$ cat config.mk
export PLATFORM = sky130hd
export DESIGN_NAME = source_tokenizer_unit
export DESIGN_NICKNAME = d
export VERILOG_FILES = /design/src/hdl/stu_pkg.sv /design/src/hdl/stu_front.sv /design/src/hdl/stu_queue.sv /design/src/hdl/stu_back.sv /design/src/hdl/source_tokenizer_unit.sv
export SDC_FILE = /design/constraint.sdc
export NUM_CORES = 2
export LEC_CHECK = 0
export BUFFER_PORTS_ARGS = -buffer_cell sky130_fd_sc_hd__buf_2
export CAP_MARGIN = 0
export CORE_ASPECT_RATIO = 0.75
export CORE_MARGIN = 8
export CORE_UTILIZATION = 50
export DETAILED_ROUTE_END_ITERATION = 7
export PLACE_DENSITY = 0.68
export SLEW_MARGIN = 10
export SYNTH_ARGS = -nofsm -noshare
export SYNTH_HDL_FRONTEND = slang
export SYNTH_SLANG_ARGS = --single-unit
$ cat constraint.sdc
create_clock -name i_clk -period 13.2 [get_ports i_clk]
set_clock_uncertainty 0.05 [all_clocks]
set_input_delay 1.32 -clock i_clk [delete_from_list [all_inputs] [get_ports i_clk]]
set_output_delay 1.32 -clock i_clk [all_outputs]
set_load 0.005 [all_outputs]
$ cat src/hdl/stu_pkg.sv
// Shared types, token kind codes and byte classifiers for the source tokenizer.
// Used by stu_front, stu_queue, stu_back and source_tokenizer_unit; depends on nothing.

package stu_pkg;

    // Default geometry handed to the top level
    localparam int OFFSET_BITS_DEF = 32;
    localparam int LINE_BITS_DEF   = 20;
    localparam int COLUMN_BITS_DEF = 16;
    localparam int QUEUE_DEPTH_DEF = 4;

    // Fixed field widths
    localparam int KIND_W      = 6;
    localparam int VAL_W       = 63;
    localparam int KW_MAX_LEN  = 8;
    localparam int KBUF_W      = 8 * KW_MAX_LEN;
    localparam int KW_COUNT    = 15;
    localparam int MAX_TOKENS  = 3;
    localparam int TCNT_W      = 2;

    typedef logic [KIND_W-1:0] t_kind;

    localparam t_kind K_IDENT   = 6'd0;
    localparam t_kind K_INT     = 6'd1;
    localparam t_kind K_FLOAT   = 6'd2;
    localparam t_kind K_STRING  = 6'd3;
    localparam t_kind K_KW0     = 6'd4;
    localparam t_kind K_PLUS    = 6'd19;
    localparam t_kind K_PLUS_EQ = 6'd20;
    localparam t_kind K_MINUS   = 6'd21;
    localparam t_kind K_MINUS_EQ = 6'd22;
    localparam t_kind K_ARROW   = 6'd23;
    localparam t_kind K_STAR    = 6'd24;
    localparam t_kind K_STAR_EQ = 6'd25;
    localparam t_kind K_SLASH   = 6'd26;
    localparam t_kind K_SLASH_EQ = 6'd27;
    localparam t_kind K_ASSIGN  = 6'd28;
    localparam t_kind K_EQ      = 6'd29;
    localparam t_kind K_BANG    = 6'd30;
    localparam t_kind K_NE      = 6'd31;
    localparam t_kind K_LT      = 6'd32;
    localparam t_kind K_LE      = 6'd33;
    localparam t_kind K_SHL     = 6'd34;
    localparam t_kind K_GT      = 6'd35;
    localparam t_kind K_GE      = 6'd36;
    localparam t_kind K_SHR     = 6'd37;
    localparam t_kind K_AMP     = 6'd38;
    localparam t_kind K_AND     = 6'd39;
    localparam t_kind K_PIPE    = 6'd40;
    localparam t_kind K_OR      = 6'd41;
    localparam t_kind K_LPAREN  = 6'd42;
    localparam t_kind K_RPAREN  = 6'd43;
    localparam t_kind K_LBRACE  = 6'd44;
    localparam t_kind K_RBRACE  = 6'd45;
    localparam t_kind K_LBRACK  = 6'd46;
    localparam t_kind K_RBRACK  = 6'd47;
    localparam t_kind K_SEMI    = 6'd48;
    localparam t_kind K_COMMA   = 6'd49;
    localparam t_kind K_DOT     = 6'd50;
    localparam t_kind K_COLON   = 6'd51;
    localparam t_kind K_SCOPE   = 6'd52;
    localparam t_kind K_PERCENT = 6'd53;
    localparam t_kind K_CARET   = 6'd54;
    localparam t_kind K_EOF     = 6'd55;
    localparam t_kind K_NONE    = 6'd0;

    typedef enum logic [3:0] {
        M_IDLE, M_IDENT, M_INT, M_INT_DOT, M_FRAC, M_EXP_MARK,
        M_EXP_DIGITS, M_STRING, M_STRING_ESC, M_OP, M_COMMENT
    } t_mode;

    function automatic logic is_num(logic [7:0] c);
        return (c >= "0") && (c <= "9");
    endfunction

    function automatic logic is_letter(logic [7:0] c);
        return ((c >= "a") && (c <= "z")) || ((c >= "A") && (c <= "Z")) || (c == "_");
    endfunction

    function automatic logic is_blank(logic [7:0] c);
        return (c == 8'h20) || (c == 8'h09) || (c == 8'h0D) || (c == 8'h0A);
    endfunction

    // Kind of the one-byte operator, K_NONE when the byte is none
    function automatic t_kind op_single(logic [7:0] c);
        t_kind k;
        case (c)
            "+": k = K_PLUS;    "-": k = K_MINUS;   "*": k = K_STAR;
            "/": k = K_SLASH;   "=": k = K_ASSIGN;  "!": k = K_BANG;
            "<": k = K_LT;      ">": k = K_GT;      "&": k = K_AMP;
            "|": k = K_PIPE;    "(": k = K_LPAREN;  ")": k = K_RPAREN;
            "{": k = K_LBRACE;  "}": k = K_RBRACE;  "[": k = K_LBRACK;
            "]": k = K_RBRACK;  ";": k = K_SEMI;    ",": k = K_COMMA;
            ".": k = K_DOT;     ":": k = K_COLON;   "%": k = K_PERCENT;
            "^": k = K_CARET;
            default: k = K_NONE;
        endcase
        return k;
    endfunction

    // Operators that may grow into a two-byte form
    function automatic logic op_waits(logic [7:0] c);
        return (c == "+") || (c == "-") || (c == "*") || (c == "/") || (c == "=") ||
               (c == "!") || (c == "<") || (c == ">") || (c == "&") || (c == "|") ||
               (c == ":");
    endfunction

    function automatic t_kind op_pair(logic [7:0] a, logic [7:0] b);
        t_kind k;
        k = K_NONE;
        if (b == "=") begin
            case (a)
                "+": k = K_PLUS_EQ;  "-": k = K_MINUS_EQ; "*": k = K_STAR_EQ;
                "/": k = K_SLASH_EQ; "=": k = K_EQ;       "!": k = K_NE;
                "<": k = K_LE;       ">": k = K_GE;
                default: k = K_NONE;
            endcase
        end
        if (a == "-" && b == ">") k = K_ARROW;
        if (a == "<" && b == "<") k = K_SHL;
        if (a == ">" && b == ">") k = K_SHR;
        if (a == "&" && b == "&") k = K_AND;
        if (a == "|" && b == "|") k = K_OR;
        if (a == ":" && b == ":") k = K_SCOPE;
        return k;
    endfunction

    // Keyword text, right-aligned with the first character highest
    function automatic logic [KBUF_W-1:0] kw_text(int i);
        logic [KBUF_W-1:0] t;
        case (i)
            0: t = "fn";      1: t = "if";      2: t = "else";    3: t = "while";
            4: t = "for";     5: t = "break";   6: t = "continue"; 7: t = "return";
            8: t = "struct";  9: t = "enum";    10: t = "const";  11: t = "use";
            12: t = "print";  13: t = "true";   14: t = "false";
            default: t = '0;
        endcase
        return t;
    endfunction

    function automatic int kw_len(int i);
        int n;
        case (i)
            0, 1: n = 2;
            4, 11: n = 3;
            2, 9, 13: n = 4;
            3, 5, 10, 12, 14: n = 5;
            7, 8: n = 6;
            6: n = 8;
            default: n = 0;
        endcase
        return n;
    endfunction

    // Keyword packed with its first character in the lowest byte
    function automatic logic [KBUF_W-1:0] kw_packed(int i);
        logic [KBUF_W-1:0] t;
        logic [KBUF_W-1:0] p;
        int n;
        t = kw_text(i);
        n = kw_len(i);
        p = '0;
        for (int j = 0; j < KW_MAX_LEN; j++) begin
            if (j < n) p[8*j +: 8] = t[8*(n-1-j) +: 8];
        end
        return p;
    endfunction

    // Keyword kind for a short word, K_IDENT when it is no keyword
    function automatic t_kind kw_kind(logic [KBUF_W-1:0] kb, logic [3:0] len);
        t_kind k;
        k = K_IDENT;
        for (int i = 0; i < KW_COUNT; i++) begin
            if ((int'(len) == kw_len(i)) && (kb == kw_packed(i)))
                k = K_KW0 + t_kind'(i);
        end
        return k;
    endfunction

endpackage

$ cat src/hdl/stu_front.sv
// Scanner front end: accepts bytes, tracks position and builds token bundles.
// Depends on stu_pkg; feeds stu_queue.

module stu_front import stu_pkg::*; #(
    parameter int OFFSET_BITS = OFFSET_BITS_DEF,
    parameter int LINE_BITS   = LINE_BITS_DEF,
    parameter int COLUMN_BITS = COLUMN_BITS_DEF,
    parameter int TOK_W       = KIND_W + 2*OFFSET_BITS + LINE_BITS
                                + COLUMN_BITS + VAL_W + KBUF_W,
    parameter int BUN_W       = TCNT_W + MAX_TOKENS*TOK_W
) (
    input  logic             i_clk,
    input  logic             i_rst_n,
    input  logic             i_valid,
    output logic             o_ready,
    input  logic [7:0]       i_byte,
    input  logic             i_eoi,
    output logic             o_push,
    input  logic             i_room,
    output logic [BUN_W-1:0] o_bundle
);

    localparam int OB = OFFSET_BITS;
    localparam int LB = LINE_BITS;
    localparam int CB = COLUMN_BITS;

    t_mode               r_mode, n_mode;
    logic [7:0]          r_pend, n_pend;
    logic [7:0]          r_quote, n_quote;
    logic [KBUF_W-1:0]   r_kbuf, n_kbuf;
    logic [OB-1:0]       r_tstart, n_tstart;
    logic [LB-1:0]       r_tline, n_tline;
    logic [CB-1:0]       r_tcol, n_tcol;
    logic [VAL_W-1:0]    r_acc, n_acc;
    logic [OB-1:0]       r_off, n_off;
    logic [LB-1:0]       r_line, n_line;
    logic [CB-1:0]       r_col, n_col;
    logic [CB-1:0]       r_dcol, n_dcol;

    logic [TOK_W-1:0]    w_tk [MAX_TOKENS];
    logic [TCNT_W-1:0]   w_cnt;
    logic                w_used;
    logic                w_acc_en;
    logic [OB-1:0]       w_len;
    logic [OB-1:0]       w_dot_off;
    logic [CB-1:0]       w_col_inc;
    logic [VAL_W+3:0]    w_mul;

    function automatic logic [TOK_W-1:0] mk(t_kind k, logic [OB-1:0] s, logic [OB-1:0] l,
                                            logic [LB-1:0] ln, logic [CB-1:0] c,
                                            logic [VAL_W-1:0] v, logic [KBUF_W-1:0] kb);
        return {kb, v, c, ln, l, s, k};
    endfunction

    assign o_ready   = i_room;
    assign w_acc_en  = i_valid && i_room;
    assign w_len     = r_off - r_tstart;
    assign w_dot_off = r_off - OB'(1);
    assign w_col_inc = (r_col == '1) ? r_col : r_col + CB'(1);
    // Ten times the accumulator plus the digit, wide enough to spot overflow
    assign w_mul     = ({4'b0, r_acc} << 3) + ({4'b0, r_acc} << 1)
                       + (VAL_W+4)'(i_byte - 8'h30);

    // Scan one byte or flush at end of input
    always_comb begin
        n_mode = r_mode;   n_pend = r_pend;   n_quote = r_quote; n_kbuf = r_kbuf;
        n_tstart = r_tstart; n_tline = r_tline; n_tcol = r_tcol;  n_acc = r_acc;
        n_off = r_off;     n_line = r_line;   n_col = r_col;     n_dcol = r_dcol;
        for (int i = 0; i < MAX_TOKENS; i++) w_tk[i] = '0;
        w_cnt  = '0;
        w_used = 1'b1;
        if (i_eoi) begin
            // Flush the pending token, then close with end-of-file
            case (r_mode)
                M_IDENT: begin
                    w_tk[w_cnt] = mk(K_IDENT, r_tstart, w_len, r_tline, r_tcol, '0, r_kbuf);
                    w_cnt = w_cnt + 2'd1;
                end
                M_INT: begin
                    w_tk[w_cnt] = mk(K_INT, r_tstart, w_len, r_tline, r_tcol, r_acc, '0);
                    w_cnt = w_cnt + 2'd1;
                end
                M_INT_DOT: begin
                    w_tk[w_cnt] = mk(K_INT, r_tstart, w_dot_off - r_tstart, r_tline, r_tcol,
                                     r_acc, '0);
                    w_cnt = w_cnt + 2'd1;
                    w_tk[w_cnt] = mk(K_DOT, w_dot_off, OB'(1), r_line, r_dcol, '0, '0);
                    w_cnt = w_cnt + 2'd1;
                end
                M_FRAC, M_EXP_MARK, M_EXP_DIGITS: begin
                    w_tk[w_cnt] = mk(K_FLOAT, r_tstart, w_len, r_tline, r_tcol, '0, '0);
                    w_cnt = w_cnt + 2'd1;
                end
                M_STRING, M_STRING_ESC: begin
                    w_tk[w_cnt] = mk(K_STRING, r_tstart, w_len, r_tline, r_tcol, '0, '0);
                    w_cnt = w_cnt + 2'd1;
                end
                M_OP: begin
                    w_tk[w_cnt] = mk(op_single(r_pend), r_tstart, OB'(1), r_tline, r_tcol,
                                     '0, '0);
                    w_cnt = w_cnt + 2'd1;
                end
                default: ;
            endcase
            w_tk[w_cnt] = mk(K_EOF, r_off, '0, r_line, r_col, '0, '0);
            w_cnt = w_cnt + 2'd1;
            // Return to the reset state for the next text
            n_mode = M_IDLE;  n_pend = '0;  n_quote = '0;  n_kbuf = '0;
            n_tstart = '0;    n_tline = LB'(1); n_tcol = CB'(1); n_acc = '0;
            n_off = '0;       n_line = LB'(1);  n_col = CB'(1);  n_dcol = CB'(1);
        end else begin
            // Continue the token in progress
            case (r_mode)
                M_IDENT: begin
                    if (is_letter(i_byte) || is_num(i_byte)) begin
                        if (w_len[OB-1:3] == '0) n_kbuf[{w_len[2:0], 3'b000} +: 8] = i_byte;
                    end else begin
                        w_tk[w_cnt] = mk(K_IDENT, r_tstart, w_len, r_tline, r_tcol, '0, r_kbuf);
                        w_cnt = w_cnt + 2'd1;
                        w_used = 1'b0;
                    end
                end
                M_INT: begin
                    if (is_num(i_byte)) begin
                        n_acc = (w_mul[VAL_W+3:VAL_W] != '0) ? '1 : w_mul[VAL_W-1:0];
                    end else if (i_byte == ".") begin
                        n_dcol = r_col;
                        n_mode = M_INT_DOT;
                    end else if (i_byte == "e" || i_byte == "E") begin
                        n_mode = M_EXP_MARK;
                    end else begin
                        w_tk[w_cnt] = mk(K_INT, r_tstart, w_len, r_tline, r_tcol, r_acc, '0);
                        w_cnt = w_cnt + 2'd1;
                        w_used = 1'b0;
                    end
                end
                M_INT_DOT: begin
                    if (is_num(i_byte)) begin
                        n_mode = M_FRAC;
                    end else begin
                        w_tk[w_cnt] = mk(K_INT, r_tstart, w_dot_off - r_tstart, r_tline,
                                         r_tcol, r_acc, '0);
                        w_cnt = w_cnt + 2'd1;
                        w_tk[w_cnt] = mk(K_DOT, w_dot_off, OB'(1), r_line, r_dcol, '0, '0);
                        w_cnt = w_cnt + 2'd1;
                        w_used = 1'b0;
                    end
                end
                M_FRAC: begin
                    if (i_byte == "e" || i_byte == "E") begin
                        n_mode = M_EXP_MARK;
                    end else if (!is_num(i_byte)) begin
                        w_tk[w_cnt] = mk(K_FLOAT, r_tstart, w_len, r_tline, r_tcol, '0, '0);
                        w_cnt = w_cnt + 2'd1;
                        w_used = 1'b0;
                    end
                end
                M_EXP_MARK: begin
                    if (i_byte == "+" || i_byte == "-" || is_num(i_byte)) begin
                        n_mode = M_EXP_DIGITS;
                    end else begin
                        w_tk[w_cnt] = mk(K_FLOAT, r_tstart, w_len, r_tline, r_tcol, '0, '0);
                        w_cnt = w_cnt + 2'd1;
                        w_used = 1'b0;
                    end
                end
                M_EXP_DIGITS: begin
                    if (!is_num(i_byte)) begin
                        w_tk[w_cnt] = mk(K_FLOAT, r_tstart, w_len, r_tline, r_tcol, '0, '0);
                        w_cnt = w_cnt + 2'd1;
                        w_used = 1'b0;
                    end
                end
                M_STRING: begin
                    if (i_byte == r_quote) begin
                        w_tk[w_cnt] = mk(K_STRING, r_tstart, w_len, r_tline, r_tcol, '0, '0);
                        w_cnt = w_cnt + 2'd1;
                        n_mode = M_IDLE;
                    end else if (i_byte == 8'h5C) begin
                        n_mode = M_STRING_ESC;
                    end
                end
                M_STRING_ESC: n_mode = M_STRING;
                M_OP: begin
                    if (r_pend == "/" && i_byte == "/") begin
                        n_mode = M_COMMENT;
                    end else if (op_pair(r_pend, i_byte) != K_NONE) begin
                        w_tk[w_cnt] = mk(op_pair(r_pend, i_byte), r_tstart, OB'(2), r_tline,
                                         r_tcol, '0, '0);
                        w_cnt = w_cnt + 2'd1;
                        n_mode = M_IDLE;
                    end else begin
                        w_tk[w_cnt] = mk(op_single(r_pend), r_tstart, OB'(1), r_tline,
                                         r_tcol, '0, '0);
                        w_cnt = w_cnt + 2'd1;
                        w_used = 1'b0;
                    end
                end
                M_COMMENT: begin
                    if (i_byte == 8'h0A) w_used = 1'b0;
                end
                default: ;
            endcase
            // Start a new token from idle, or from a byte the old token left over
            if (r_mode == M_IDLE || !w_used) begin
                n_mode = M_IDLE;
                if (is_blank(i_byte)) begin
                    n_mode = M_IDLE;
                end else if (is_num(i_byte)) begin
                    n_tstart = r_off; n_tline = r_line; n_tcol = r_col;
                    n_acc = VAL_W'(i_byte - 8'h30);
                    n_mode = M_INT;
                end else if (i_byte == 8'h22 || i_byte == 8'h27) begin
                    n_quote = i_byte;
                    n_tstart = r_off + OB'(1); n_tline = r_line; n_tcol = w_col_inc;
                    n_mode = M_STRING;
                end else if (is_letter(i_byte)) begin
                    n_tstart = r_off; n_tline = r_line; n_tcol = r_col;
                    n_kbuf = KBUF_W'(i_byte);
                    n_mode = M_IDENT;
                end else if (op_waits(i_byte)) begin
                    n_tstart = r_off; n_tline = r_line; n_tcol = r_col;
                    n_pend = i_byte;
                    n_mode = M_OP;
                end else if (op_single(i_byte) != K_NONE) begin
                    w_tk[w_cnt] = mk(op_single(i_byte), r_off, OB'(1), r_line, r_col, '0, '0);
                    w_cnt = w_cnt + 2'd1;
                end
            end
            // Advance the position
            if (i_byte == 8'h0A) begin
                n_line = (r_line == '1) ? r_line : r_line + LB'(1);
                n_col  = CB'(1);
            end else begin
                n_col  = w_col_inc;
            end
            n_off = r_off + OB'(1);
        end
    end

    assign o_push   = w_acc_en && (w_cnt != '0);
    assign o_bundle = {w_cnt, w_tk[2], w_tk[1], w_tk[0]};

    // Hold scanner state until a byte is accepted
    always_ff @(posedge i_clk) begin
        if (!i_rst_n) begin
            r_mode <= M_IDLE;  r_pend <= '0;  r_quote <= '0;  r_kbuf <= '0;
            r_tstart <= '0;    r_tline <= LB'(1); r_tcol <= CB'(1); r_acc <= '0;
            r_off <= '0;       r_line <= LB'(1);  r_col <= CB'(1);  r_dcol <= CB'(1);
        end else if (w_acc_en) begin
            r_mode <= n_mode;  r_pend <= n_pend;  r_quote <= n_quote; r_kbuf <= n_kbuf;
            r_tstart <= n_tstart; r_tline <= n_tline; r_tcol <= n_tcol; r_acc <= n_acc;
            r_off <= n_off;    r_line <= n_line;  r_col <= n_col;    r_dcol <= n_dcol;
        end
    end

endmodule

$ cat src/hdl/stu_queue.sv
// Short FIFO of token bundles between the scanner and the emitter.
// Depends on stu_pkg for default sizes only.

module stu_queue import stu_pkg::*; #(
    parameter int WIDTH = 8,
    parameter int DEPTH = QUEUE_DEPTH_DEF
) (
    input  logic             i_clk,
    input  logic             i_rst_n,
    input  logic             i_push,
    input  logic [WIDTH-1:0] i_data,
    output logic             o_room,
    input  logic             i_pop,
    output logic             o_valid,
    output logic [WIDTH-1:0] o_data
);

    localparam int PW = (DEPTH > 1) ? $clog2(DEPTH) : 1;
    localparam int CW = $clog2(DEPTH + 1);

    logic [WIDTH-1:0] r_mem [DEPTH];
    logic [PW-1:0]    r_wp, r_rp;
    logic [CW-1:0]    r_cnt;

    assign o_room  = (r_cnt != CW'(DEPTH));
    assign o_valid = (r_cnt != '0);
    assign o_data  = r_mem[r_rp];

    // Store a bundle at the tail
    always_ff @(posedge i_clk) begin
        if (i_push) r_mem[r_wp] <= i_data;
    end

    // Advance pointers and fill count
    always_ff @(posedge i_clk) begin
        if (!i_rst_n) begin
            r_wp  <= '0;
            r_rp  <= '0;
            r_cnt <= '0;
        end else begin
            if (i_push) r_wp <= (r_wp == PW'(DEPTH - 1)) ? '0 : r_wp + PW'(1);
            if (i_pop)  r_rp <= (r_rp == PW'(DEPTH - 1)) ? '0 : r_rp + PW'(1);
            if (i_push && !i_pop)      r_cnt <= r_cnt + CW'(1);
            else if (i_pop && !i_push) r_cnt <= r_cnt - CW'(1);
        end
    end

endmodule

$ cat src/hdl/stu_back.sv
// Emitter back end: walks each bundle, resolves keywords, drives the output register.
// Depends on stu_pkg; reads from stu_queue.

module stu_back import stu_pkg::*; #(
    parameter int OFFSET_BITS = OFFSET_BITS_DEF,
    parameter int LINE_BITS   = LINE_BITS_DEF,
    parameter int COLUMN_BITS = COLUMN_BITS_DEF,
    parameter int TOK_W       = KIND_W + 2*OFFSET_BITS + LINE_BITS
                                + COLUMN_BITS + VAL_W + KBUF_W,
    parameter int BUN_W       = TCNT_W + MAX_TOKENS*TOK_W,
    parameter int DATA_W      = 168
) (
    input  logic              i_clk,
    input  logic              i_rst_n,
    input  logic              i_valid,
    input  logic [BUN_W-1:0]  i_bundle,
    output logic              o_pop,
    output logic              o_tvalid,
    input  logic              i_tready,
    output logic [DATA_W-1:0] o_tdata,
    output logic [KIND_W-1:0] o_tuser,
    output logic              o_tlast
);

    localparam int OB = OFFSET_BITS;
    localparam int LB = LINE_BITS;
    localparam int CB = COLUMN_BITS;

    logic [TCNT_W-1:0] r_idx;
    logic [TCNT_W-1:0] w_cnt;
    logic [TOK_W-1:0]  w_tok;
    t_kind             w_kind;
    logic [OB-1:0]     w_start, w_len;
    logic [LB-1:0]     w_line;
    logic [CB-1:0]     w_col;
    logic [VAL_W-1:0]  w_val;
    logic [KBUF_W-1:0] w_kb;
    t_kind             w_kind_out;
    logic              w_last, w_load;

    logic              r_tvalid;
    logic [DATA_W-1:0] r_tdata;
    t_kind             r_tuser;
    logic              r_tlast;

    // Pick the current token of the head bundle
    assign w_cnt = i_bundle[BUN_W-1 -: TCNT_W];
    assign w_tok = i_bundle[r_idx*TOK_W +: TOK_W];
    assign {w_kb, w_val, w_col, w_line, w_len, w_start, w_kind} = w_tok;

    // Turn short words into keywords
    always_comb begin
        w_kind_out = w_kind;
        if (w_kind == K_IDENT && w_len[OB-1:4] == '0 && w_len[3:0] <= 4'(KW_MAX_LEN))
            w_kind_out = kw_kind(w_kb, w_len[3:0]);
    end

    assign w_last = (r_idx == w_cnt - TCNT_W'(1));
    assign w_load = i_valid && (!r_tvalid || i_tready);
    assign o_pop  = w_load && w_last;

    // Step through the bundle
    always_ff @(posedge i_clk) begin
        if (!i_rst_n)    r_idx <= '0;
        else if (w_load) r_idx <= w_last ? '0 : r_idx + TCNT_W'(1);
    end

    // Output register: load when empty or when the beat is taken
    always_ff @(posedge i_clk) begin
        if (!i_rst_n)      r_tvalid <= 1'b0;
        else if (w_load)   r_tvalid <= 1'b1;
        else if (i_tready) r_tvalid <= 1'b0;
    end

    always_ff @(posedge i_clk) begin
        if (w_load) begin
            r_tdata <= DATA_W'({w_val, w_col, w_line, w_len, w_start});
            r_tuser <= w_kind_out;
            r_tlast <= w_last;
        end
    end

    assign o_tvalid = r_tvalid;
    assign o_tdata  = r_tdata;
    assign o_tuser  = r_tuser;
    assign o_tlast  = r_tlast;

endmodule

$ cat src/hdl/source_tokenizer_unit.sv
// Top level of the source tokenizer: scanner, bundle queue and emitter.
// Depends on stu_pkg, stu_front, stu_queue and stu_back.
//
//  Channel  Dir  Handshake              Payload
//  s        in   i_s_tvalid/o_s_tready  tdata: text_byte; tuser: end_of_input
//  m        out  o_m_tvalid/i_m_tready  tdata: offset,length,line,column,value
//                                       tuser: token_kind; tlast: last_of_run
//
// One byte is taken every cycle while the bundle queue has room; the scanner
// does all per-byte work combinationally and writes up to three tokens at once.
// The emitter sends one token per cycle from its output register while the
// output is ready, so a byte that yields several tokens leaves as several beats.
// Reset is synchronous and active low and clears all control state.
// A stall on the output fills the queue; the input then stalls until it drains.

module source_tokenizer_unit import stu_pkg::*; #(
    parameter int OFFSET_BITS = OFFSET_BITS_DEF,
    parameter int LINE_BITS   = LINE_BITS_DEF,
    parameter int COLUMN_BITS = COLUMN_BITS_DEF,
    parameter int QUEUE_DEPTH = QUEUE_DEPTH_DEF
) (
    input  logic              i_clk,
    input  logic              i_rst_n,
    input  logic              i_s_tvalid,
    output logic              o_s_tready,
    input  logic [7:0]        i_s_tdata,   // [7:0] text_byte
    input  logic              i_s_tuser,   // [0] end_of_input
    output logic              o_m_tvalid,
    input  logic              i_m_tready,
    // from bit 0: token offset, lexeme length, line, column, integer value
    output logic [((2*OFFSET_BITS+LINE_BITS+COLUMN_BITS+VAL_W+7)/8)*8-1:0] o_m_tdata,
    output logic [KIND_W-1:0] o_m_tuser,   // [5:0] token_kind
    output logic              o_m_tlast    // last_of_run
);

    localparam int TOK_W  = KIND_W + 2*OFFSET_BITS + LINE_BITS + COLUMN_BITS + VAL_W + KBUF_W;
    localparam int BUN_W  = TCNT_W + MAX_TOKENS*TOK_W;
    localparam int DATA_W = ((2*OFFSET_BITS + LINE_BITS + COLUMN_BITS + VAL_W + 7)/8)*8;
    localparam int VAL_LO = 2*OFFSET_BITS + LINE_BITS + COLUMN_BITS;

    logic             w_push, w_room, w_pop, w_qvalid;
    logic [BUN_W-1:0] w_bun_in, w_bun_out;

    stu_front #(
        .OFFSET_BITS(OFFSET_BITS), .LINE_BITS(LINE_BITS), .COLUMN_BITS(COLUMN_BITS),
        .TOK_W(TOK_W), .BUN_W(BUN_W)
    ) u_front (
        .i_clk(i_clk), .i_rst_n(i_rst_n),
        .i_valid(i_s_tvalid), .o_ready(o_s_tready),
        .i_byte(i_s_tdata), .i_eoi(i_s_tuser),
        .o_push(w_push), .i_room(w_room), .o_bundle(w_bun_in)
    );

    stu_queue #(.WIDTH(BUN_W), .DEPTH(QUEUE_DEPTH)) u_queue (
        .i_clk(i_clk), .i_rst_n(i_rst_n),
        .i_push(w_push), .i_data(w_bun_in), .o_room(w_room),
        .i_pop(w_pop), .o_valid(w_qvalid), .o_data(w_bun_out)
    );

    stu_back #(
        .OFFSET_BITS(OFFSET_BITS), .LINE_BITS(LINE_BITS), .COLUMN_BITS(COLUMN_BITS),
        .TOK_W(TOK_W), .BUN_W(BUN_W), .DATA_W(DATA_W)
    ) u_back (
        .i_clk(i_clk), .i_rst_n(i_rst_n),
        .i_valid(w_qvalid), .i_bundle(w_bun_out), .o_pop(w_pop),
        .o_tvalid(o_m_tvalid), .i_tready(i_m_tready),
        .o_tdata(o_m_tdata), .o_tuser(o_m_tuser), .o_tlast(o_m_tlast)
    );

    // End-of-file always closes its run
    a_eof_last: assert property (@(posedge i_clk) disable iff (!i_rst_n)
        (o_m_tvalid && o_m_tuser == K_EOF) |-> o_m_tlast)
        else $error("end-of-file token not marked last");

    // No kind beyond end-of-file is ever produced
    a_kind_range: assert property (@(posedge i_clk) disable iff (!i_rst_n)
        o_m_tvalid |-> (o_m_tuser <= K_EOF))
        else $error("token kind out of range");

    // Only integer tokens carry a value
    a_value_zero: assert property (@(posedge i_clk) disable iff (!i_rst_n)
        (o_m_tvalid && o_m_tuser != K_INT) |-> (o_m_tdata[VAL_LO +: VAL_W] == '0))
        else $error("value on a non-integer token");

    // A stalled front never writes into a full queue
    a_no_overflow: assert property (@(posedge i_clk) disable iff (!i_rst_n)
        w_push |-> w_room)
        else $error("bundle queue overflow");

endmodule
==> flow_metrics.env <==
export IMPL_crit_end="u_queue.r_mem[3][268]"
export IMPL_gr_total_overflow=0
export IMPL_io_pins=190
export IMPL_grt_pass1_wl_mm=370.3
export IMPL_path_clk_slew_ns=0.06
export IMPL_fin_nets=7072
export IMPL_vias=59490
export IMPL_internal_power_w=0.01196
export IMPL_post_cts_setup_buffers=0
export IMPL_seqPwrFrac_pct=47.6
export IMPL_rows=137
export IMPL_htreeDepth=4
export IMPL_met3_usage_pct=4.464
export IMPL_remaining_drc_errors=0
export IMPL_firstDrtPassIters=6
export IMPL_yosysSeqAreaShare_pct=61.52
export IMPL_clock_sinks=2021
export IMPL_finalSetupTns_ns=0
export IMPL_multi_input_area_um2=33820
export IMPL_cpMaxStageDelayCell="buf_4"
export IMPL_cts_buffers=187
export IMPL_area_delta_synth_final_pct=10.07
export IMPL_regToRegStartpoint="u_front.r_mode[0]"
export IMPL_critPathMaxFanout=59
export IMPL_grt_start_max_net_pins=143
export IMPL_start_util_pct=50.32
export IMPL_ys_flop_type="edfxtp_1"
export IMPL_grt_use_met1_pct=35.67
export IMPL_rsz0062_at_grt="false"
export IMPL_tritoncts="yes"
export IMPL_antenna_found_initial=4
export IMPL_die_w_um=515.6
export IMPL_regArea_um2=57590
export IMPL_comb_power_share_pct=19.5
export IMPL_hpwl_mm=159.0
export IMPL_max_freq_ghz=0.1471
export IMPL_switching_power_w=0.004526
export IMPL_path_class="primary input to register"
export IMPL_insertion_delay_ns=0.84
export IMPL_avgSynthCellArea_um2=13.74
export IMPL_r2r_end="u_queue.r_mem[3][268]"
export IMPL_port_buffers=184
export IMPL_fp_dieH_um=390.7
export IMPL_root_buffer="clkbuf_16"
export IMPL_nFillCells=14890
export IMPL_setup_viol=0
export IMPL_antenna_left=0
export IMPL_critPathLaunchType="primary input"
export IMPL_syn_inst=6811
export IMPL_crit_start="i_s_tdata[4]"
export IMPL_drv_slew=0
export IMPL_rr_worst_depth=14
export IMPL_required_ns=13.59
export IMPL_core_region_area_um2=186000
export IMPL_switching_share_pct=27.46
export IMPL_vias_per_cell=6.255
export IMPL_outcome="finished, final reports clean"
export IMPL_leakage_nw=34.46
export IMPL_synth_edff_count=1710
export IMPL_cts_resized=0
export IMPL_rrSetupSlack_ns=6.56
export IMPL_final_layout_size_suffix_gt1_share_pct=14.56
export IMPL_min_from="u_front.r_kbuf[63]"
export IMPL_finalHoldViolCount=0
export IMPL_worstSetupEndpointType="register"
export IMPL_use_met2_pct=36.40
export IMPL_path_cells="buf_2 -> inv_1 -> ha_1 -> nor3b_2 -> and4_1 -> a31oi_1 -> a2111oi_0 -> a211oi_2 -> a31oi_4 -> o311a_1 -> a211o_1 -> o21a_1 -> o21a_1 -> and2_4 -> buf_4 -> buf_4"
export IMPL_yosysWarnings=0
export IMPL_maxCapViolations=0
export IMPL_wl_per_cell_um=26.03
export IMPL_drt_wl_total_mm=247.6
export IMPL_busiest_layer="met2"
export IMPL_postCtsHoldBufs=0
export IMPL_tightest_slew_ns=1.239
export IMPL_min_period_ns=6.798
export IMPL_synth_cell_types=106
export IMPL_cp_arrival_ns=7.19
export IMPL_dpl_cell_count=9153
export IMPL_peakVddDrop_mv=0.1722
export IMPL_power_density_nw_per_um2=160.0
export IMPL_first_iter_violations=6959
export IMPL_syn_cell_area_um2=93590
export IMPL_gp_congestion=0.9372
export IMPL_stdcell_count=9511
export IMPL_critPathMaxStageDelay_ns=0.78
export IMPL_timing_final_crit_share_pct=51.50
export IMPL_relSlewSlack_pct=16.54
export IMPL_async_flop_share_pct=0
export IMPL_pwr_share_clk_pct=32.9
export IMPL_die_area_um2=201400
export IMPL_clock_path_buffers=3
export IMPL_hp_class="register to register"
export IMPL_track_usage_pct=23.86
export IMPL_ys_seq_elements=2021
export IMPL_final_util_pct=55.39
export IMPL_grt_pass1_vias=57910
power groups by stage:
stage          Clock [W]  Sequential [W]  Combinational (W)
2_1_floorplan          0         0.00812            0.00204
3_3_place_gp           0         0.00797            0.00326
3_5_place_dp           0         0.00799            0.00326
4_1_cts          0.00552         0.00786            0.00328
5_1_grt          0.00576         0.00791            0.00346
6_report         0.00542         0.00785            0.00321
critical path: cells and delay by family:
kind | cells | cell delay, ns
compound gates | 8 | 2.26
fa+ha+maj | 1 | 0.29
buf+inv | 4 | 1.75
simple gates | 3 | 1.34
final cells by class:
cell class,instances,share of cell area (%)
Sequential cell,2021,55.90
Timing Repair Buffer,276,1.674
Multi-Input combinational cell,4201,32.83
Antenna cell,4,0.009716
Clock buffer,260,4.964
Clock inverter,94,1.026
Tap cell,2502,3.039
Inverter,153,0.5575
stage by stage:
step           area (um^2)  power (W)  worst slack [ns]  hold WS, ns
2_1_floorplan        93610    0.01015            0.8218       0.3537
3_3_place_gp         96830    0.01123             5.642       0.3651
3_5_place_dp         96830    0.01125             5.632       0.3655
4_1_cts             103000    0.01665             6.530       0.3882
5_1_grt             103000    0.01712             5.996       0.4202
6_report            103000    0.01648             6.402       0.3916
cells in the mapped netlist, types with 41 or more instances:
library cell | n | share of area, %
a31oi_1 | 72 | 0.48
nor4_1 | 49 | 0.33
edfxtp_1 | 1710 | 55
fa_1 | 65 | 1.4
nor2b_1 | 205 | 1.4
inv_1 | 151 | 0.61
buf_2 | 73 | 0.39
xnor2_1 | 118 | 1.1
clkbuf_1 | 310 | 1.2
and3_1 | 74 | 0.49
nor2_1 | 337 | 1.4
buf_1 | 41 | 0.16
dfxtp_1 | 311 | 6.7
mux2i_1 | 93 | 0.99
nand4_1 | 65 | 0.43
xor2_1 | 93 | 0.87
nand2_1 | 462 | 1.9
a21oi_1 | 323 | 1.7
and2_1 | 288 | 1.9
nor3_1 | 153 | 0.82
a21o_1 | 78 | 0.63
o21ai_0 | 292 | 1.6
ha_1 | 154 | 2.1
o22ai_1 | 48 | 0.32
nand3_1 | 86 | 0.46
a22o_1 | 98 | 0.92
mux4_2 | 375 | 9.0
kinds of logic (layout without fill, tap and decap cells):
family / after synthesis / in the layout / share of synthesized area [%]
simple gates: 1942 / 1942 / 10.85
buf+inv: 593 / 783 / 2.532
compound gates: 1352 / 1352 / 9.609
fa+ha+maj: 219 / 219 / 3.449
xor+xnor: 211 / 211 / 1.975
flops: 2021 / 2021 / 61.52
other cells: 1 / 9 / 0.004007
mux: 472 / 472 / 10.07
worst min-delay path by stage:
stage | to | slack, ns | cells after the start
final | u_front.r_kbuf[63] | 0.39 | 2
after global routing | u_front.r_kbuf[63] | 0.42 | 2
after CTS | u_front.r_kbuf[63] | 0.39 | 2
after detailed placement | u_front.r_kbuf[23] | 0.37 | 2
after global placement | u_front.r_kbuf[23] | 0.37 | 2
after floorplan | u_front.r_kbuf[23] | 0.35 | 2
cells in the final DEF, fill, tap and decap left out, types with 93 or more instances in the layout:
cell	count
xor2_1	93
o21ai_0	291
mux4_2	375
xnor2_1	118
mux2i_1	93
nor2_1	332
and2_1	282
nand2_1	460
dfxtp_1	307
ha_1	154
edfxtp_1	1710
nor3_1	151
nor2b_1	204
a21oi_1	321
inv_1	151
clkbuf_16	187
buf_2	182
a22o_1	98
flip-flops by register name, indices dropped and copies added, names as in the netlist, 3 cells and up, named ones only:
signal            cells
u_front.r_col        16
u_front.r_kbuf       64
u_front.r_off        32
u_front.r_line       20
u_front.r_quote       8
u_back.o_tuser        6
u_back.o_tdata      163
u_front.r_mode        4
u_front.r_dcol       16
u_front.r_tline      20
u_front.r_pend        8
u_front.r_tcol       16
u_queue.r_mem      1540
u_front.r_tstart     32
u_queue.r_cnt         3
u_front.r_acc        63
metal layers:
metal  wire length [um]  vias to the layer above
met2             111900                     2463
met5                  0                        -
met1             110200                    30370
met3              19750                      383
li1                   -                    26270
met4               5734                        0
Power figures use the tool's default switching activity.
